--- config.mk ---
export PLATFORM = sky130hd
export DESIGN_NAME = vtc_ctrl
export DESIGN_NICKNAME = d
export VERILOG_FILES = /design/src/hdl/vtc_pkg.sv /design/src/hdl/vtc_ctrl.sv
export SDC_FILE = /design/constraint.sdc
export NUM_CORES = 1
export LEC_CHECK = 0
export BUFFER_PORTS_ARGS = -buffer_cell sky130_fd_sc_hd__buf_2
export CORE_MARGIN = 2
export CORE_UTILIZATION = 27
export DETAILED_ROUTE_END_ITERATION = 10
export PLACE_DENSITY = 0.58
export SETUP_SLACK_MARGIN = 0.2
export SYNTH_ARGS = -nofsm -noshare
export SYNTH_HDL_FRONTEND = slang
export SYNTH_SLANG_ARGS = --single-unit
--- constraint.sdc ---
create_clock -name i_clk -period 4.74 [get_ports i_clk]
set_clock_uncertainty 0.1 [all_clocks]
set_input_delay 0.711 -clock i_clk [delete_from_list [all_inputs] [get_ports i_clk]]
set_output_delay 0.711 -clock i_clk [all_outputs]
set_load 0.01 [all_outputs]
--- src/hdl/vtc_pkg.sv ---
`timescale 1ns / 1ps
`default_nettype none
// ----------------------------------------------------------------------------
// vtc_pkg
// Shared types and constants for the virtual IP traffic counter.
// ----------------------------------------------------------------------------
package vtc_pkg;
    localparam int VIP_ENTRIES = 64;
    localparam int SLOT_W      = 6;
    localparam int IDX_W       = (VIP_ENTRIES > 1) ? $clog2(VIP_ENTRIES) : 1;

    localparam logic [1:0] FUNC_BYTE  = 2'd0;
    localparam logic [1:0] FUNC_WRITE = 2'd1;
    localparam logic [1:0] FUNC_READ  = 2'd2;

    localparam logic [1:0] KIND_VERDICT = 2'd0;
    localparam logic [1:0] KIND_READ    = 2'd1;
    localparam logic [1:0] KIND_ACK     = 2'd2;

    localparam logic [15:0] ETH_IPV4   = 16'h0800;
    localparam logic [15:0] ETH_IPV6   = 16'h86DD;
    localparam logic [16:0] MIN_LEN_V4 = 17'd34;
    localparam logic [16:0] MIN_LEN_V6 = 17'd54;

    // controller -> datapath
    typedef struct packed {
        logic take_byte;   // capture the input word as a frame byte
        logic do_write;    // write table entry
        logic scan_start;  // clear search state, begin scan
        logic scan_step;   // test entry at scan index
        logic upd_rd;      // read counters of selected entry
        logic upd_wr;      // write back updated counters
        logic rd_req;      // readback read
        logic emit;        // drive result
        logic emit_kind_v; // result is a verdict
    } t_cmd;

    // datapath -> controller
    typedef struct packed {
        logic frame_ok;
        logic scan_done;
        logic hit;
    } t_sts;
endpackage
`default_nettype wire

--- src/hdl/vtc_ctrl.sv ---
`timescale 1ns / 1ps
`default_nettype none
// ----------------------------------------------------------------------------
// vtc_ctrl
// Sequencer: byte capture, table scan, counter update and result timing.
// ----------------------------------------------------------------------------
module vtc_ctrl (
    input  wire logic          i_clk,
    input  wire logic          i_rst_n,
    input  wire logic          i_start,
    input  wire logic [1:0]    i_func,
    input  wire logic          i_last_byte,
    input  wire vtc_pkg::t_sts i_sts,
    output vtc_pkg::t_cmd      o_cmd,
    output logic               o_busy
);
    import vtc_pkg::*;

    typedef enum logic [6:0] {
        S_IDLE = 7'b0000001,
        S_CHK  = 7'b0000010,
        S_SCAN = 7'b0000100,
        S_URD  = 7'b0001000,
        S_UWR  = 7'b0010000,
        S_OUT  = 7'b0100000,
        S_RD   = 7'b1000000
    } t_state;

    t_state r_state, n_state;

    always_ff @(posedge i_clk) begin
        if (!i_rst_n) r_state <= S_IDLE;
        else          r_state <= n_state;
    end

    wire logic acc = i_start && r_state == S_IDLE;

    always_comb begin
        n_state = r_state;
        o_cmd   = '0;
        case (r_state)
            S_IDLE: begin
                if (acc) begin
                    case (i_func)
                        FUNC_BYTE: begin
                            o_cmd.take_byte = 1'b1;
                            if (i_last_byte) n_state = S_CHK;
                        end
                        FUNC_WRITE: begin
                            o_cmd.do_write = 1'b1;
                            o_cmd.emit     = 1'b1;
                        end
                        FUNC_READ: begin
                            o_cmd.rd_req = 1'b1;
                            n_state      = S_RD;
                        end
                        default: ;
                    endcase
                end
            end
            S_CHK: begin
                o_cmd.scan_start = 1'b1;
                n_state = i_sts.frame_ok ? S_SCAN : S_OUT;
            end
            S_SCAN: begin
                o_cmd.scan_step = 1'b1;
                if (i_sts.hit)            n_state = S_URD;
                else if (i_sts.scan_done) n_state = S_OUT;
            end
            S_URD: begin
                o_cmd.upd_rd = 1'b1;
                n_state = S_UWR;
            end
            S_UWR: begin
                o_cmd.upd_wr = 1'b1;
                n_state = S_OUT;
            end
            S_OUT: begin
                o_cmd.emit        = 1'b1;
                o_cmd.emit_kind_v = 1'b1;
                n_state = S_IDLE;
            end
            S_RD: begin
                o_cmd.emit = 1'b1;
                n_state = S_IDLE;
            end
            default: n_state = S_IDLE;
        endcase
    end

    assign o_busy = r_state != S_IDLE;
endmodule
`default_nettype wire

* Word-level counts from Yosys, hierarchy flattened *
Cells that the tools add are included.

storage, ports and cells
  register bits after elaboration = 7

operators by class
  eq/ne operators = 14
  multiplexer cells = 20
  reductions and logical operators = 4

operator list
  cell                                                 number
  one-hot mux 7 bit (5 select lines)                   1
  2-to-1 mux 7 bit                                     4
  one-hot mux 7 bit (2 select lines)                   1
  2-to-1 mux 1 bit                                     9
  equality test 7 x 1 -> 1 bit, second input constant  1
  equality test 7 x 2 -> 1 bit, second input constant  1
  equality test 7 x 3 -> 1 bit, second input constant  1
  equality test 7 x 4 -> 1 bit, second input constant  1
  equality test 7 x 5 -> 1 bit, second input constant  1
  equality test 7 x 6 -> 1 bit, second input constant  1
  equality test 7 bit, second input constant           1
  != test 7 x 1 -> 1 bit, second input constant        1
  2-to-1 mux 2 bit                                     3
  2-to-1 mux 6 bit                                     1
  != test 3 bit, second input constant                 2
  AND reduction 4 bit                                  1
  != test 3 x 1 -> 1 bit, second input constant        1
  equality test 2 x 1 -> 1 bit, second input constant  1
  equality test 2 bit, second input constant           1
  zero test 2 bit                                      1
  != test 2 bit, second input constant                 1
  one-hot mux 1 bit (2 select lines)                   1
  OR reduction 2 bit                                   1
  logical AND 1 bit                                    1

* Longest topological paths before layout *
  depth in word-level cells = 4
  gate-level depth with buffers = 4

* Least setup slack after synthesis *
No wires, ideal clock.

  kind = reg-to-output
  start = reg r_state[3]
  end = out o_cmd[1] in the netlist's numbering
  arrival = 1,480 ps
  path slack = 2,449 ps
  stages on the path, launching flop included = 5
  cell sequence = dfxtp_1 > nor3_4 > nand4b_1 > nor3_1 > or2_2

RTL lines
  element                   line            text
  start: declaration        vtc_ctrl.sv:29  t_state r_state, n_state;
  start signal: assignment  vtc_ctrl.sv:33  else r_state <= n_state;
  end: declaration          vtc_ctrl.sv:14  output vtc_pkg::t_cmd o_cmd,

==> run_results.csv <==
group,metric,value,unit
die,die_y,44.2,um
sta,setup_viol,0,
routing,met3_length,67,um
logic_synthesis,syn_nets,60,
finish,fin_nets,83,
logic_synthesis,ys_ff_latch,7,
worst_setup_path,crit_required,3.93,ns
worst_setup_path,critPathLaunchType,"register",
power_and_ir_drop,p_per_area,245,nW/um2
routing,wl_per_cell,12.0,um
worst_setup_path,worstSetupPathType,"register to output pin",
grt,antenna_found_initial,0,
worst_hold_path,hold_path_class,"register to register",
grt,grt_usage,0.132,
routing,drc,0,
worst_setup_path,endpoint_kind,"output pin",
sta,hold_viol,0,
sta,post-route-min-period,2.52,ns
routing,drt_first_pass_iters,4,
logic_synthesis,yosysUniqueCellTypes,29,
place,numPortBuffers,18,
worst_setup_path,worst_r2r_startpoint,"r_state[3]",
place,routabilityCongestion,0.791,
die,io-pin-count,19,
clocking,cts_sinks,7,
worst_setup_path,r2r_slack,3.04,ns
die,dieWidth,44.2,um
grt,grt_max_degree,7,
logic_synthesis,synth_seq_area_share,0.322,
job,max_cap_violations,0,
worst_setup_path,cp.arrival,1.71,ns
clocking,cts_resized,0,
sta,rsz0062_at_grt,"no",
logic_synthesis,yosys_warnings,0,
logic_synthesis,synth_ff_type,"dfxtp_1",
logic_synthesis,ys_top_cells_by_area,"dfxtp_1, and3_1, nor2_1, nor3_4, o21ai_0",
logic_synthesis,yosysMostFrequentCell,"dfxtp_1",
routing,antenna_violating_nets_post_route,0,
clocking,clk_latency,0.25,ns
worst_hold_path,hold_end,"r_state[0]",
worst_hold_path,min_delay_path_depth,2,
logic_synthesis,synth_enable_flop_cells,0,
logic_synthesis,synthArstFlopShare,0,
logic_synthesis,yosysTopAreaCell,"dfxtp_1",
worst_setup_path,r2r_cells,4,
routing,drt-initial-drc-count,14,
finish,area_delta_synth_final,31.3,%
logic_synthesis,netlist_instances,51,
routing,viasPerCell,5.16,
logic_synthesis,synthTopCellsByCount,"dfxtp_1, nor2_1, and3_1, nand2_1, o21ai_0",
die,fp.dieArea,1950,um2
logic_synthesis,synth_top_cell_area_share,0.322,
routing,wl,1060,um
finish,largest_reg_flops,7,
clocking,cts_buffers,3,
sta,final.period_utilization,0.533,
clocking,cts_hold_buf,0,
routing,met2_length,519,um
routing,wl_met1,433,um
run_status,outcome,"completed",
grt,grt_pass1_wl,1790,um
die,rows,14,
sta,slew_headroom,0.770,
sta,holdWs,0.510,ns
grt,overflow,0,
power_and_ir_drop,p_leak,0.268,nW
finish,reg.largest.list,"r_state (7)",
power_and_ir_drop,vdd_drop_max,140,uV
clocking,cts.clk_slew.worst_paths,0.05,ns
finish,regMostFlops,"r_state",
logic_synthesis,avgSynthCellArea,8.54,um2
worst_setup_path,timing.rr.end,"r_state[1]",
clocking,cts_setup_buffers,0,
place,dp_hpwl,840,um
grt,first_global_vias,396,
power_and_ir_drop,power,0.000140,W
worst_setup_path,crit_path_max_fanout,6,
clocking,cts_tree,"built",
die,initial_core_util,0.289,
clocking,htree_levels,1,
die,core_area,1510,um2
clocking,cts_root_buf,"clkbuf_4",
finish,antennaDiodeCount,0,
finish,drive_gt1_frac,0.370,
worst_hold_path,hp-start,"r_state[2]",
routing,top_layer,"met4",
clocking,clk_path_buf_depth,2,
sta,max_freq,396,MHz
routing,num_vias,459,
logic_synthesis,synth_area,435,um2
sta,final_max_slew_viol_count,0,
sta,tightestPinTransition,0.342,ns
sta,finalSetupTns,0,ns
==> cell families (layout without fill, tap and decap cells) <==
| group | after synthesis | after routing | synth area share |
|---|---|---|---|
| compound gates | 9 | 9 | 0.144 |
| xor+xnor | 2 | 2 | 0.0402 |
| buf+inv | 2 | 24 | 0.0172 |
| flops | 7 | 7 | 0.322 |
| simple gates | 31 | 31 | 0.477 |
==> cell type report <==
class / count / area, um2
well taps: 16 / 20.0
clock buffers: 4 / 26.3
repair buffers: 18 / 90.1
inverters: 2 / 7.51
flip-flops and latches: 7 / 140
multi-input cells: 42 / 288
fillers: 161 / 935
==> placed cells by master (no fill, tap or decap) <==
master    count
nor2_1        5
nor4b_1       1
nand4b_1      1
nor4_1        2
clkbuf_4      3
o21ai_0       3
o211ai_1      1
or2_2         1
a21boi_1      1
dfxtp_1       7
nor3_1        2
o211a_1       1
and4_1        1
xor2_1        1
nor3b_2       1
a21oi_1       1
nand2b_1      2
o21a_1        1
xnor2_1       1
nand2_2       1
or4_4         1
nand3b_1      1
nor2_4        1
a32o_1        1
inv_1         2
and3_1        4
nand2_1       4
buf_2        18
nor3_4        1
clkbuf_1      1
and4b_1       1
nor2b_1       1
==> worst max-delay path, stage by stage, from the launching register on <==
cell and delay, ns:
dfxtp_1 0.38, nor3_4 0.27, nand4b_1 0.26, nor3_1 0.29, or2_2 0.14, buf_2 0.11
==> per-layer routing <==
metal | global-route usage | up-vias
met5 | 0 | -
met4 | 0.127 | 0
li1 | - | 238
met2 | 0.185 | 17
met1 | 0.166 | 200
met3 | 0.0245 | 4
==> how the worst max path moves through the flow <==
stage	start	endpoint	slack, ns	depth (start not counted)
detailed placement	r_state[3]	o_cmd[1]	2.46	5
floorplan	r_state[3]	o_cmd[1]	2.45	4
global placement	r_state[3]	o_cmd[1]	2.49	5
global route	r_state[3]	o_cmd[1]	1.98	5
CTS	r_state[3]	o_cmd[1]	2.18	5
finish	r_state[3]	o_cmd[1]	2.22	5
==> power breakdown <==
group	total [W]	switching [W]	internal [W]
sequential	0.0000627	0.00000249	0.0000602
clock	0.0000553	0.0000231	0.0000322
combinational	0.0000219	0.0000116	0.0000102
total	0.000140	0.0000373	0.000103
==> through the flow <==
| stage | setup slack, ns | cells | instance area [um2] | util |
|---|---|---|---|---|
| 4_1_cts | 2.18 | 89 | 572 | 0.380 |
| 5_1_grt | 1.98 | 89 | 572 | 0.380 |
| 3_3_place_gp | 2.49 | 85 | 546 | 0.362 |
| 6_report | 2.22 | 89 | 572 | 0.380 |
| 3_5_place_dp | 2.46 | 85 | 546 | 0.362 |
| 2_1_floorplan | 2.45 | 51 | 435 | - |
No activity file was read; power rests on OpenSTA's default activity.
